## src/sv/emacs_line_editor_top_defines.svh

```systemverilog
// Assertion macros for the line editor.
`ifndef EMACS_LINE_EDITOR_TOP_DEFINES_SVH
`define EMACS_LINE_EDITOR_TOP_DEFINES_SVH

// Condition that holds at every clock edge out of reset.
`define EMLE_ASSERT_ALWAYS(label, cond) \
  label: assert property (@(posedge clk) disable iff (!rst_n) (cond)) \
    else $error("line editor invariant violated");

// Implication checked in the same cycle.
`define EMLE_ASSERT_IMPL(label, ante, cons) \
  label: assert property (@(posedge clk) disable iff (!rst_n) (ante) |-> (cons)) \
    else $error("line editor implication violated");

`endif

```

## src/sv/emle_pkg.sv

```systemverilog
// Shared types, key codes and decode functions for the line editor.
package emle_pkg;

  localparam int LINE_LEN_DEF = 64;
  localparam int CHAR_W       = 8;
  localparam int CFG_IDX_W    = 1;
  localparam int CFG_DATA_W   = 8;

  localparam logic [CHAR_W-1:0] K_NONE     = 8'h00;
  localparam logic [CHAR_W-1:0] K_CTRL_A   = 8'h01;
  localparam logic [CHAR_W-1:0] K_CTRL_B   = 8'h02;
  localparam logic [CHAR_W-1:0] K_CTRL_C   = 8'h03;
  localparam logic [CHAR_W-1:0] K_CTRL_D   = 8'h04;
  localparam logic [CHAR_W-1:0] K_CTRL_E   = 8'h05;
  localparam logic [CHAR_W-1:0] K_CTRL_F   = 8'h06;
  localparam logic [CHAR_W-1:0] K_BS       = 8'h08;
  localparam logic [CHAR_W-1:0] K_LF       = 8'h0A;
  localparam logic [CHAR_W-1:0] K_CTRL_K   = 8'h0B;
  localparam logic [CHAR_W-1:0] K_CR       = 8'h0D;
  localparam logic [CHAR_W-1:0] K_CTRL_U   = 8'h15;
  localparam logic [CHAR_W-1:0] K_CTRL_W   = 8'h17;
  localparam logic [CHAR_W-1:0] K_ESC      = 8'h1B;
  localparam logic [CHAR_W-1:0] K_SPACE    = 8'h20;
  localparam logic [CHAR_W-1:0] K_TILDE    = 8'h7E;
  localparam logic [CHAR_W-1:0] K_DEL      = 8'h7F;
  localparam logic [CHAR_W-1:0] K_HIGH_LO  = 8'h80;
  localparam logic [CHAR_W-1:0] K_HIGH_HI  = 8'hFE;
  localparam logic [CHAR_W-1:0] K_END_MARK = 8'hFF;

  localparam logic [CHAR_W-1:0] X_LEFT   = 8'd75;
  localparam logic [CHAR_W-1:0] X_RIGHT  = 8'd77;
  localparam logic [CHAR_W-1:0] X_HOME   = 8'd115;
  localparam logic [CHAR_W-1:0] X_HOME2  = 8'd71;
  localparam logic [CHAR_W-1:0] X_END    = 8'd116;
  localparam logic [CHAR_W-1:0] X_END2   = 8'd79;
  localparam logic [CHAR_W-1:0] X_DELETE = 8'd83;

  typedef enum logic [CFG_IDX_W-1:0] {
    REG_EXT_PREFIX = 1'b0,
    REG_EOF_EMPTY  = 1'b1
  } cfg_reg_t;

  typedef enum logic [1:0] {
    KIND_CHAR  = 2'd0,
    KIND_EMPTY = 2'd1,
    KIND_END   = 2'd2,
    KIND_EOF   = 2'd3
  } kind_t;

  typedef struct packed {
    kind_t             kind;
    logic [CHAR_W-1:0] ch;
    logic              last;
    logic              intr;
  } res_t;

  function automatic logic [CHAR_W-1:0] map_ext(input logic [CHAR_W-1:0] code);
    logic [CHAR_W-1:0] r;
    case (code)
      X_LEFT:           r = K_CTRL_B;
      X_RIGHT:          r = K_CTRL_F;
      X_HOME, X_HOME2:  r = K_CTRL_A;
      X_END, X_END2:    r = K_CTRL_E;
      X_DELETE:         r = K_CTRL_D;
      default:          r = K_NONE;
    endcase
    return r;
  endfunction

  function automatic logic is_insertable(input logic [CHAR_W-1:0] c);
    return (c inside {[K_SPACE:K_TILDE], [K_HIGH_LO:K_HIGH_HI]});
  endfunction

endpackage

```

## src/sv/emle_ram.sv

```systemverilog
// Line store: one write port and one registered read port.
module emle_ram #(
  parameter int DEPTH = emle_pkg::LINE_LEN_DEF,
  localparam int AW = $clog2(DEPTH)
) (
  input  logic                        clk,
  input  logic                        we,
  input  logic [AW-1:0]               waddr,
  input  logic [emle_pkg::CHAR_W-1:0] wdata,
  input  logic                        re,
  input  logic [AW-1:0]               raddr,
  output logic [emle_pkg::CHAR_W-1:0] rdata
);

  logic [emle_pkg::CHAR_W-1:0] mem [DEPTH];

  always_ff @(posedge clk) begin
    if (we) begin
      mem[waddr] <= wdata;
    end
    if (re) begin
      rdata <= mem[raddr];
    end
  end

endmodule

```

## src/sv/emacs_line_editor_top.sv

```systemverilog
// Emacs-style line editor: key bytes in, edited line words out on submit.
//
// One key word is taken at a time; in_stall stays high until its work is
// done. Cursor moves, ^K, ^U and ignored keys finish without leaving idle.
// An insert shifts the entries from the cursor up one place and then
// writes the key, and a delete shifts the entries after it down one place,
// since the line store has one write and one read port and the shift walks
// it one entry a cycle. A submitted line is read and sent one byte at a
// time, held by any output stall, and ^W reads back from the cursor one
// byte at a time. No clearing pass is needed after reset. A single-word
// result (empty line, end marker, end by ^D) waits out any output stall
// and sits in the output register while the block returns to idle.
module emacs_line_editor_top #(
  parameter int LINE_LEN = emle_pkg::LINE_LEN_DEF
) (
  input  logic                            clk,
  input  logic                            rst_n,
  input  logic                            in_valid,
  output logic                            in_stall,
  input  logic [emle_pkg::CHAR_W-1:0]     in_key_byte,
  output logic                            out_valid,
  input  logic                            out_stall,
  output logic [1:0]                      out_kind,
  output logic [emle_pkg::CHAR_W-1:0]     out_char_out,
  output logic                            out_last,
  output logic                            out_interrupted,
  input  logic                            cfg_we,
  input  logic [emle_pkg::CFG_IDX_W-1:0]  cfg_index,
  input  logic [emle_pkg::CFG_DATA_W-1:0] cfg_wdata
);

  `include "emacs_line_editor_top_defines.svh"

  localparam int LW = $clog2(LINE_LEN + 1);
  localparam int AW = $clog2(LINE_LEN);

  typedef enum logic [8:0] {
    ST_IDLE      = 9'b000000001,
    ST_INS_SHIFT = 9'b000000010,
    ST_INS_PUT   = 9'b000000100,
    ST_DEL_SHIFT = 9'b000001000,
    ST_SUB_RD    = 9'b000010000,
    ST_SUB_OUT   = 9'b000100000,
    ST_WD_RD     = 9'b001000000,
    ST_WD_CHK    = 9'b010000000,
    ST_EMIT      = 9'b100000000
  } state_t;

  state_t state_r, state_nxt;
  logic [LW-1:0] cursor_r, cursor_nxt;
  logic [LW-1:0] length_r, length_nxt;
  logic [LW-1:0] idx_r, idx_nxt;
  logic          prefix_seen_r, prefix_nxt;
  logic          wpend_r, wpend_nxt;
  logic          intr_r, intr_nxt;
  logic          skip_r, skip_nxt;
  logic [emle_pkg::CHAR_W-1:0] key_r, key_nxt;
  emle_pkg::res_t pend_res_r, pend_res_nxt;
  emle_pkg::res_t out_res_r, out_res_nxt;
  logic          out_valid_r;
  logic          out_load;
  logic          out_free;

  logic [emle_pkg::CHAR_W-1:0] cfg_prefix_r;
  logic                        cfg_eof_r;

  logic                        ram_we;
  logic [AW-1:0]               ram_waddr;
  logic [emle_pkg::CHAR_W-1:0] ram_wdata;
  logic                        ram_re;
  logic [AW-1:0]               ram_raddr;
  logic [emle_pkg::CHAR_W-1:0] ram_rdata;

  logic [LW-1:0] idx_inc;
  logic [LW-1:0] idx_dec;
  logic [LW-1:0] cursor_dec;
  logic [emle_pkg::CHAR_W-1:0] code;
  logic do_cmd;
  logic do_submit;
  logic sub_intr;
  logic is_space;
  logic ram_we_ok;

  assign idx_inc    = idx_r + LW'(1);
  assign idx_dec    = idx_r - LW'(1);
  assign cursor_dec = cursor_r - LW'(1);
  assign is_space   = (ram_rdata == emle_pkg::K_SPACE);
  assign out_free   = !out_valid_r || !out_stall;
  assign in_stall   = (state_r != ST_IDLE);
  assign ram_we_ok  = (state_r == ST_INS_SHIFT) || (state_r == ST_INS_PUT) ||
                      (state_r == ST_DEL_SHIFT);

  emle_ram #(
    .DEPTH(LINE_LEN)
  ) u_ram (
    .clk  (clk),
    .we   (ram_we),
    .waddr(ram_waddr),
    .wdata(ram_wdata),
    .re   (ram_re),
    .raddr(ram_raddr),
    .rdata(ram_rdata)
  );

  always_comb begin
    state_nxt    = state_r;
    cursor_nxt   = cursor_r;
    length_nxt   = length_r;
    idx_nxt      = idx_r;
    prefix_nxt   = prefix_seen_r;
    wpend_nxt    = wpend_r;
    intr_nxt     = intr_r;
    skip_nxt     = skip_r;
    key_nxt      = key_r;
    pend_res_nxt = pend_res_r;
    out_load     = 1'b0;
    out_res_nxt  = pend_res_r;
    ram_we       = 1'b0;
    ram_waddr    = '0;
    ram_wdata    = key_r;
    ram_re       = 1'b0;
    ram_raddr    = '0;
    code         = emle_pkg::K_NONE;
    do_cmd       = 1'b0;
    do_submit    = 1'b0;
    sub_intr     = 1'b0;

    case (state_r)
      ST_IDLE: begin
        if (in_valid) begin
          if (prefix_seen_r) begin
            prefix_nxt = 1'b0;
            code       = emle_pkg::map_ext(in_key_byte);
            do_cmd     = 1'b1;
          end else if (in_key_byte == cfg_prefix_r) begin
            prefix_nxt = 1'b1;
          end else if (in_key_byte == emle_pkg::K_END_MARK) begin
            pend_res_nxt = '{kind: emle_pkg::KIND_END, ch: '0, last: 1'b1, intr: 1'b0};
            cursor_nxt   = '0;
            length_nxt   = '0;
            state_nxt    = ST_EMIT;
          end else if (in_key_byte == emle_pkg::K_CTRL_C) begin
            do_submit = 1'b1;
            sub_intr  = 1'b1;
          end else begin
            code   = (in_key_byte == emle_pkg::K_ESC) ? emle_pkg::K_CTRL_U : in_key_byte;
            do_cmd = 1'b1;
          end

          if (do_cmd) begin
            if (emle_pkg::is_insertable(code)) begin
              if (length_r < LW'(LINE_LEN)) begin
                key_nxt   = code;
                idx_nxt   = length_r;
                wpend_nxt = 1'b0;
                state_nxt = ST_INS_SHIFT;
              end
            end else begin
              case (code)
                emle_pkg::K_CTRL_A: cursor_nxt = '0;
                emle_pkg::K_CTRL_B: begin
                  if (cursor_r != '0) begin
                    cursor_nxt = cursor_dec;
                  end
                end
                emle_pkg::K_CTRL_E: cursor_nxt = length_r;
                emle_pkg::K_CTRL_F: begin
                  if (cursor_r < length_r) begin
                    cursor_nxt = cursor_r + LW'(1);
                  end
                end
                emle_pkg::K_CTRL_K: length_nxt = cursor_r;
                emle_pkg::K_DEL, emle_pkg::K_BS: begin
                  if (cursor_r != '0) begin
                    cursor_nxt = cursor_dec;
                    idx_nxt    = cursor_dec;
                    wpend_nxt  = 1'b0;
                    state_nxt  = ST_DEL_SHIFT;
                  end
                end
                emle_pkg::K_CTRL_D: begin
                  if (length_r == '0) begin
                    cursor_nxt = '0;
                    if (cfg_eof_r) begin
                      pend_res_nxt = '{kind: emle_pkg::KIND_EOF, ch: '0, last: 1'b1,
                                       intr: 1'b0};
                      state_nxt    = ST_EMIT;
                    end
                  end else if (cursor_r < length_r) begin
                    idx_nxt   = cursor_r;
                    wpend_nxt = 1'b0;
                    state_nxt = ST_DEL_SHIFT;
                  end
                end
                emle_pkg::K_CTRL_U: begin
                  cursor_nxt = '0;
                  length_nxt = '0;
                end
                emle_pkg::K_CTRL_W: begin
                  skip_nxt  = 1'b1;
                  state_nxt = ST_WD_RD;
                end
                emle_pkg::K_LF, emle_pkg::K_CR: do_submit = 1'b1;
                default: ;
              endcase
            end
          end

          if (do_submit) begin
            intr_nxt = sub_intr;
            if (length_r == '0) begin
              pend_res_nxt = '{kind: emle_pkg::KIND_EMPTY, ch: '0, last: 1'b1,
                               intr: sub_intr};
              cursor_nxt   = '0;
              state_nxt    = ST_EMIT;
            end else begin
              idx_nxt   = '0;
              state_nxt = ST_SUB_RD;
            end
          end
        end
      end

      ST_INS_SHIFT: begin
        if (wpend_r) begin
          ram_we    = 1'b1;
          ram_waddr = idx_inc[AW-1:0];
          ram_wdata = ram_rdata;
        end
        if (idx_r > cursor_r) begin
          ram_re    = 1'b1;
          ram_raddr = idx_dec[AW-1:0];
          idx_nxt   = idx_dec;
          wpend_nxt = 1'b1;
        end else begin
          wpend_nxt = 1'b0;
          state_nxt = ST_INS_PUT;
        end
      end

      ST_INS_PUT: begin
        ram_we     = 1'b1;
        ram_waddr  = cursor_r[AW-1:0];
        ram_wdata  = key_r;
        cursor_nxt = cursor_r + LW'(1);
        length_nxt = length_r + LW'(1);
        state_nxt  = ST_IDLE;
      end

      ST_DEL_SHIFT: begin
        if (wpend_r) begin
          ram_we    = 1'b1;
          ram_waddr = idx_dec[AW-1:0];
          ram_wdata = ram_rdata;
        end
        if (idx_inc < length_r) begin
          ram_re    = 1'b1;
          ram_raddr = idx_inc[AW-1:0];
          idx_nxt   = idx_inc;
          wpend_nxt = 1'b1;
        end else begin
          wpend_nxt  = 1'b0;
          length_nxt = length_r - LW'(1);
          state_nxt  = ST_IDLE;
        end
      end

      ST_SUB_RD: begin
        ram_re    = 1'b1;
        ram_raddr = idx_r[AW-1:0];
        state_nxt = ST_SUB_OUT;
      end

      ST_SUB_OUT: begin
        if (out_free) begin
          out_load    = 1'b1;
          out_res_nxt = '{kind: emle_pkg::KIND_CHAR, ch: ram_rdata,
                          last: (idx_inc == length_r), intr: intr_r};
          if (idx_inc == length_r) begin
            cursor_nxt = '0;
            length_nxt = '0;
            state_nxt  = ST_IDLE;
          end else begin
            idx_nxt   = idx_inc;
            state_nxt = ST_SUB_RD;
          end
        end
      end

      ST_WD_RD: begin
        if (cursor_r == '0) begin
          length_nxt = cursor_r;
          state_nxt  = ST_IDLE;
        end else begin
          ram_re    = 1'b1;
          ram_raddr = cursor_dec[AW-1:0];
          state_nxt = ST_WD_CHK;
        end
      end

      ST_WD_CHK: begin
        if (skip_r) begin
          if (!is_space) begin
            skip_nxt = 1'b0;
          end
          cursor_nxt = cursor_dec;
          state_nxt  = ST_WD_RD;
        end else if (!is_space) begin
          cursor_nxt = cursor_dec;
          state_nxt  = ST_WD_RD;
        end else begin
          length_nxt = cursor_r;
          state_nxt  = ST_IDLE;
        end
      end

      ST_EMIT: begin
        if (out_free) begin
          out_load    = 1'b1;
          out_res_nxt = pend_res_r;
          state_nxt   = ST_IDLE;
        end
      end

      default: state_nxt = ST_IDLE;
    endcase
  end

  always_ff @(posedge clk) begin
    if (!rst_n) begin
      state_r       <= ST_IDLE;
      cursor_r      <= '0;
      length_r      <= '0;
      prefix_seen_r <= 1'b0;
      wpend_r       <= 1'b0;
      skip_r        <= 1'b0;
      intr_r        <= 1'b0;
    end else begin
      state_r       <= state_nxt;
      cursor_r      <= cursor_nxt;
      length_r      <= length_nxt;
      prefix_seen_r <= prefix_nxt;
      wpend_r       <= wpend_nxt;
      skip_r        <= skip_nxt;
      intr_r        <= intr_nxt;
    end
  end

  always_ff @(posedge clk) begin
    idx_r      <= idx_nxt;
    key_r      <= key_nxt;
    pend_res_r <= pend_res_nxt;
  end

  always_ff @(posedge clk) begin
    if (!rst_n) begin
      out_valid_r <= 1'b0;
    end else if (out_load) begin
      out_valid_r <= 1'b1;
    end else if (!out_stall) begin
      out_valid_r <= 1'b0;
    end
  end

  always_ff @(posedge clk) begin
    if (out_load) begin
      out_res_r <= out_res_nxt;
    end
  end

  always_ff @(posedge clk) begin
    if (!rst_n) begin
      cfg_prefix_r <= '0;
      cfg_eof_r    <= 1'b0;
    end else if (cfg_we) begin
      if (cfg_index == emle_pkg::REG_EXT_PREFIX) begin
        cfg_prefix_r <= cfg_wdata;
      end
      if (cfg_index == emle_pkg::REG_EOF_EMPTY) begin
        cfg_eof_r <= cfg_wdata[0];
      end
    end
  end

  assign out_valid       = out_valid_r;
  assign out_kind        = out_res_r.kind;
  assign out_char_out    = out_res_r.ch;
  assign out_last        = out_res_r.last;
  assign out_interrupted = out_res_r.intr;

  `EMLE_ASSERT_ALWAYS(a_cursor_in_line, cursor_r <= length_r)
  `EMLE_ASSERT_ALWAYS(a_length_bound, length_r <= LW'(LINE_LEN))
  `EMLE_ASSERT_IMPL(a_write_in_edit, ram_we, ram_we_ok)

endmodule
```

## config.mk

```make
export PLATFORM = sky130hd
export DESIGN_NAME = emacs_line_editor_top
export DESIGN_NICKNAME = d
export VERILOG_FILES = /design/src/sv/emle_pkg.sv /design/src/sv/emle_ram.sv /design/src/sv/emacs_line_editor_top.sv
export VERILOG_INCLUDE_DIRS = /design/src /design/src/sv
export SDC_FILE = /design/constraint.sdc
export NUM_CORES = 1
export LEC_CHECK = 0
export BUFFER_PORTS_ARGS = -buffer_cell sky130_fd_sc_hd__buf_2
export CAP_MARGIN = 10
export CORE_UTILIZATION = 40
export CTS_CLUSTER_DIAMETER = 30
export DETAILED_ROUTE_END_ITERATION = 8
export PLACE_DENSITY_LB_ADDON = 0.2
export SYNTH_ARGS = -nofsm -noshare
export SYNTH_HDL_FRONTEND = slang
export SYNTH_HIERARCHICAL = 1
export SYNTH_SLANG_ARGS = --single-unit
```

## constraint.sdc

```tcl
create_clock -name clk -period 4.4 [get_ports clk]
set_clock_uncertainty 0.05 [all_clocks]
set_input_delay 0.88 -clock clk [delete_from_list [all_inputs] [get_ports clk]]
set_output_delay 0.88 -clock clk [all_outputs]
set_load 0.01 [all_outputs]
```

# Word level (Yosys, flattened, before mapping)
# Memory sizes are Yosys's and may differ from the RTL's. A register that Yosys moved wholly into a read port is not among the register bits.
# Cells that the tools add are included.
# Widths: inputs -> output; s select.
dict set report word_totals {
  register_bits 76
  mem_bits_rw 512
  input_bits 22
  output_inout_bits 14
  n_memories 1
}
dict set report op_classes {
  addsub 6
  n_lt_le_gt_ge 8
  n_eq_ne 57
  muxes 141
  bitwise 1
  reduce_logical 33
}
# memory words word_bits rd rd_clocked_by_memory_dff wr line
set memory_table {}
lappend memory_table {u_ram.mem 64 8 1 1 1 emle_ram.sv:15} ;# logic [emle_pkg::CHAR_W-1:0] mem [DEPTH];
# operator n
set op_table {}
lappend op_table {{$mux 7} 40}
lappend op_table {{$mux 9} 17}
lappend op_table {{$mux 12} 12}
lappend op_table {{$mux 8} 10}
lappend op_table {{$pmux 9 s8} 1}
lappend op_table {{$eq 8x7->1 const B} 8}
lappend op_table {{$pmux 7 s4} 2}
lappend op_table {{$pmux 7 s6} 1}
lappend op_table {{$mux 1} 40}
lappend op_table {{$pmux 7 s5} 1}
lappend op_table {{$eq 8x4->1 const B} 4}
lappend op_table {{$mux 6} 5}
lappend op_table {{$pmux 7 s2} 2}
lappend op_table {{$pmux 9 s3} 1}
lappend op_table {{$eq 8x3->1 const B} 3}
lappend op_table {{$eq 8x5->1 const B} 3}
lappend op_table {{$ne 2x2->1 const B} 12}
lappend op_table {{$pmux 6 s4} 1}
lappend op_table {{$add 7x1->7 const B} 3}
lappend op_table {{$sub 7x1->7 const B} 3}
lappend op_table {{$reduce_and 5->1} 4}
lappend op_table {{$pmux 6 s3} 1}
lappend op_table {{$eq 8x2->1 const B} 2}
lappend op_table {{$reduce_and 8->1} 2}
lappend op_table {{46 further kinds} 68}

# Depth between registers and ports, before layout
dict set report depth {
  ltp_word 18
  mapped_depth 22
  depth_no_buf 18
}

# Cells and area by module
# Netlist, hierarchy kept.
# module instances cells_per_inst area_each_um2 seq_area_each_um2
set by_module_without_submodules {}
lappend by_module_without_submodules {emle_ram 1 972 20270.7 15615.0}
lappend by_module_without_submodules {emacs_line_editor_top 1 793 6412.4 1911.8}

# Worst setup path before layout
# Ideal clock, no wire load.
dict set report synth_path {
  kind {register -> register}
  from {reg idx_r[0]}
  to {reg u_ram/rdata[7] (netlist bit) (read register of u_ram.mem), data pin}
  setup_time_ps 269
  t_arrival_ps 4198
  required_time_ps 4081
  path_slack_ps -117
  path_stages_with_launch 20
  synth_period_minus_slack_ps 4517
  cell_sequence {edfxtp_1 > clkbuf_1 > inv_1 > ha_1 > ha_1 > nor2b_1 > o21a_1 > o21a_1 > o21a_1 > o21a_1 > o21ai_0 > and2_1 > o31ai_1 > o21ai_0 > buf_6 > buf_6 > mux4_2 > mux4_2 > o2111ai_1 > o41ai_1}
}
dict set report synth_between {
  elab_chain_len 4
  elab_cells_between_ends 10
  classes_between {2 x add/sub; 2 x order compare; 6 x mux}
}
# element line
set synth_lines {}
lappend synth_lines {{start: declaration} emacs_line_editor_top.sv:52} ;# logic [LW-1:0] idx_r, idx_nxt;
lappend synth_lines {{start signal: assignment} emacs_line_editor_top.sv:350} ;# idx_r <= idx_nxt;
lappend synth_lines {{$add 7x1->7} emacs_line_editor_top.sv:84} ;# assign idx_inc = idx_r + LW'(1);
lappend synth_lines {{$lt 7x7->1} emacs_line_editor_top.sv:256} ;# if (idx_inc < length_r) begin
lappend synth_lines {{$mux 6} emacs_line_editor_top.sv:256}
lappend synth_lines {{$pmux 6 s4 *} emacs_line_editor_top.sv:128} ;# case (state_r)
lappend synth_lines {{net ram_raddr[0]} emacs_line_editor_top.sv:71} ;# logic [AW-1:0] ram_raddr;
lappend synth_lines {{end: declaration} emle_ram.sv:12} ;# output logic [emle_pkg::CHAR_W-1:0] rdata
# The timed path passes the listed nets; every way through them passes the cells marked *.
# A chain may end at the register's enable or synchronous reset.

# Final worst setup path
dict set report layout_path {
  from {reg idx_r[0]}
  to {reg u_ram/rdata[0] (netlist bit) (read register of u_ram.mem), data pin}
}
# Same word-level chain as after synthesis.

==> impl_metrics.yaml <==
cts:
  clk_pin_slew_ns: 0.05
  cts_tree: "yes"
  clk_latency_ns: 0.67
  cts_sinks: 596
  root_buffer: "clkbuf_16"
  cts-buffers-inserted: 113
  clockBufferDepth: 3
  htree_levels: 3
  holdBufCountCts: 0
finish:
  drive_gt1_share_pct: 31.8
  synthToLayoutAreaGrowth_pct: 26.4
  finalNetCount: 2121
  stdcell_area_sq_mm: 0.0337
  diodes: 0
  fill_cells: 5489
route:
  avgViaCountPerCell: 5.76
  firstDrtPassIters: 5
  drc: 0
  antenna_left: 0
  drt_wl_total_microns: 76800
  drt-initial-drc-count: 1711
  vias: 17400
  routedWlPerCell_microns: 25.3
sta:
  maxSlewHeadroom_pct: 33.5
  period_share_pct: 97.1
  worstMarginPinSlew_ns: 0.994
  period_minus_slack_ns: 4.27
  holdWs_ns: 0.411
  rsz0062_at_grt: "true"
  fmax_mhz: 234
  setup_viol: 0
  finalHoldViolations: 0
  final_max_slew_viol_count: 0
setup_path:
  r2r_slack_ns: 0.13
  crit_required_ns: 4.75
  startpoint_type: "register"
  crit_type: "reg -> reg"
  rr_endpoint: "u_ram/rdata[0]"
  crit_fanout: 13
  r2r_cells: 19
  critPathCaptureType: "register"
  cp.arrival_ns: 4.63
  reg2reg_from: "idx_r[0]"
  setup.worst_path.end: "u_ram/rdata[0]"
  crit_start: "idx_r[0]"
floorplan:
  ios: 36
  start_util_pct: 40.5
  rows: 94
  dieArea_sq_mm: 0.0677
  die_w_microns: 260
  die_height_microns: 260
  fp.coreArea_sq_mm: 0.0659
global_routing:
  first_global_vias: 17300
  antenna_found_initial: 0
  grt_overflow_total: 0
  grt_max_degree: 65
  grt_pass1_wl_microns: 114000
  grt_use_total_pct: 22.9
synthesis:
  synthMostInstantiatedCell: "edfxtp_1"
  async_flop_share_pct: 0
  synth_top_area_share_pct: 62.9
  yosys-top-cells-area: "edfxtp_1 (63%), mux4_2 (10%), dfxtp_1 (2.8%)"
  synth_ff_type: "edfxtp_1"
  synth-xor-area-share_pct: 1.08
  synth_common_cells: "edfxtp_1 (559), nor2_1 (175), mux4_2 (124), nand2_1 (96), o21ai_0 (60)"
  yosysSeqAreaShare_pct: 65.7
  synth_cells: 1765
  synthAdderAreaFrac_pct: 1.43
  synth-edff-count: 559
  synth_compound_area_share_pct: 8.30
  yosysWarnings: 6
  ys_types: 87
  yosys.area_share.simple_pct: 8.99
  postSynthAreaPerCell_sq_um: 15.1
  syn-cell-area_sq_mm: 0.0267
  synthMuxAreaShare_pct: 12.2
  synth_fp_nets: 1817
  synth.largest_area_cell: "edfxtp_1"
  ys_ff_latch: 596
  synth_top_family_by_area: "multiplexers"
pwr:
  p_comb_share_pct: 35.0
  peakVddDrop_v: 0.000445
  p_clk_share_pct: 36.8
  p_per_area_mw_per_mm2: 714
  switching_share_pct: 33.0
  p_seq_share_pct: 28.2
  p_int_mw: 16.1
  p_switching_mw: 7.94
  leakagePower_nw: 11.5
run:
  max_cap_violations: 0
place:
  place.gp.congestion: 0.933
  io_buffer_count: 35
  place_hpwl_microns: 51900
  place_area_sq_mm: 0.0294
outcome:
  outcome: "completed"
worst_hold_path:
  hold_path.class: "in -> reg"
-- per-stage QoR --
| step | power, mW | setup WS [ns] | setup TNS, ns | cells | utilization [%] |
|---|---|---|---|---|---|
| 3_5_place_dp | 14.8 | -0.239 | -0.901 | 2799 | 44.6 |
| 5_1_grt | 25.0 | -0.0290 | -0.0696 | 3031 | 51.2 |
| 2_1_floorplan | 11.7 | 0.0416 | 0 | 1765 | - |
| 4_1_cts | 23.9 | 0.0271 | 0 | 3019 | 50.8 |
| 3_3_place_gp | 14.8 | -0.243 | -0.720 | 2799 | 44.6 |
| 6_report | 24.1 | 0.128 | 0 | 3031 | 51.2 |
-- power by group through the flow --
stage / logic, mW / registers [mW] / clock network [mW]
4_1_cts: 8.13 / 6.79 / 8.98
5_1_grt: 8.95 / 6.81 / 9.22
3_5_place_dp: 7.89 / 6.89 / 0
2_1_floorplan: 4.87 / 6.86 / 0
6_report: 8.43 / 6.80 / 8.86
3_3_place_gp: 7.87 / 6.90 / 0
-- area by class of cell --
| class | instances | area (sq um) | share of cell area, % |
|---|---|---|---|
| Clock buffer | 120 | 2850 | 8.47 |
| Sequential cell | 596 | 17500 | 52.0 |
| Multi-Input combinational cell | 1042 | 8720 | 25.9 |
| Timing Repair Buffer | 281 | 2280 | 6.77 |
| Clock inverter | 93 | 1120 | 3.31 |
| Tap cell | 864 | 1080 | 3.21 |
| Inverter | 35 | 135 | 0.401 |
-- worst min path at each step --
stage | from | endpoint | slack (ns) | depth (start not counted)
after floorplan | skip_r | skip_r | 0.40 | 2
after global placement | intr_r | intr_r | 0.42 | 2
after detailed placement | skip_r | skip_r | 0.43 | 2
after CTS | cfg_wdata[1] | cfg_prefix_r[1] | 0.38 | 3
after global routing | cfg_wdata[1] | cfg_prefix_r[1] | 0.41 | 3
final | cfg_wdata[5] | cfg_prefix_r[5] | 0.41 | 3
-- flip-flops by register name (all words and copies together), names as in the netlist, 2 cells and up --
name and flops:
u_ram/mem 512, pend_res_r 12, state_r 9, cfg_prefix_r 8, key_r 8, out_char_out 8
u_ram/rdata 8, cursor_r 7, idx_r 7, length_r 7, out_kind 2
-- critical path, stage by stage, from the launching register on --
cell      delay (ns)
edfxtp_1        0.44
inv_2           0.12
ha_4            0.21
ha_1            0.27
nor2b_1         0.13
o21a_1          0.16
o21a_1          0.16
o21a_1          0.16
o21a_1          0.17
o21ai_2         0.14
and2_4          0.18
o31ai_4         0.08
o21ai_4         0.11
buf_12          0.19
buf_16          0.17
buf_4           0.16
mux4_2          0.51
a22oi_1         0.20
nand3_1         0.16
a22o_1          0.24
-- cells in the final DEF, fill, tap and decap left out, drive strengths merged, types with 10 or more instances in the layout --
master,netlist,layout
a31oi,16,16
nand3b,10,10
o221ai,14,14
a22oi,14,14
a21oi,59,59
ha,29,29
nand4,14,14
bufinv,0,17
clkinvlp,0,17
nand2,97,97
and2,18,18
mux2i,27,27
buf,39,280
inv,30,53
dfxtp,37,37
nand2b,14,14
nor2b,20,20
mux4,124,124
a221oi,25,25
clkbuf,53,121
mux2,18,18
xor2,11,11
clkinv,5,41
or2,14,14
edfxtp,559,559
o22ai,39,39
xnor2,22,22
nor3,46,46
nor2,178,178
o21ai,68,68
nand3,37,37
-- kinds of logic (layout without fill, tap and decap cells) --
| kind of cell | Yosys count | after routing |
|---|---|---|
| multiplexers | 169 | 169 |
| buffers and inverters | 127 | 529 |
| adder cells (fa/ha/maj) | 30 | 30 |
| AND/OR/NAND/NOR | 489 | 489 |
| XOR/XNOR | 33 | 33 |
| flip-flops | 596 | 596 |
| AO/OA/AOI/OAI | 321 | 321 |
-- timing repair --
action / 4_1_cts / 5_1_grt
resized for setup: 15 / 26
pin swaps: 0 / 4
endpoints found under the setup margin: 8 / 77
setup buffers: 6 / 11
gates cloned: 1 / 1
-- layer usage --
metal  routed length [microns]  GRT usage, %  vias to the layer above  share of wire, %
met5                         0             0                        -                 0
met4                      2100          7.36                        0               2.7
met3                      5320          3.92                      137               6.9
met2                     36500          36.7                      712                47
met1                     32900          31.8                     8900                43
li1                          -             -                     7700                 -
(Power assumes the default switching activity.)
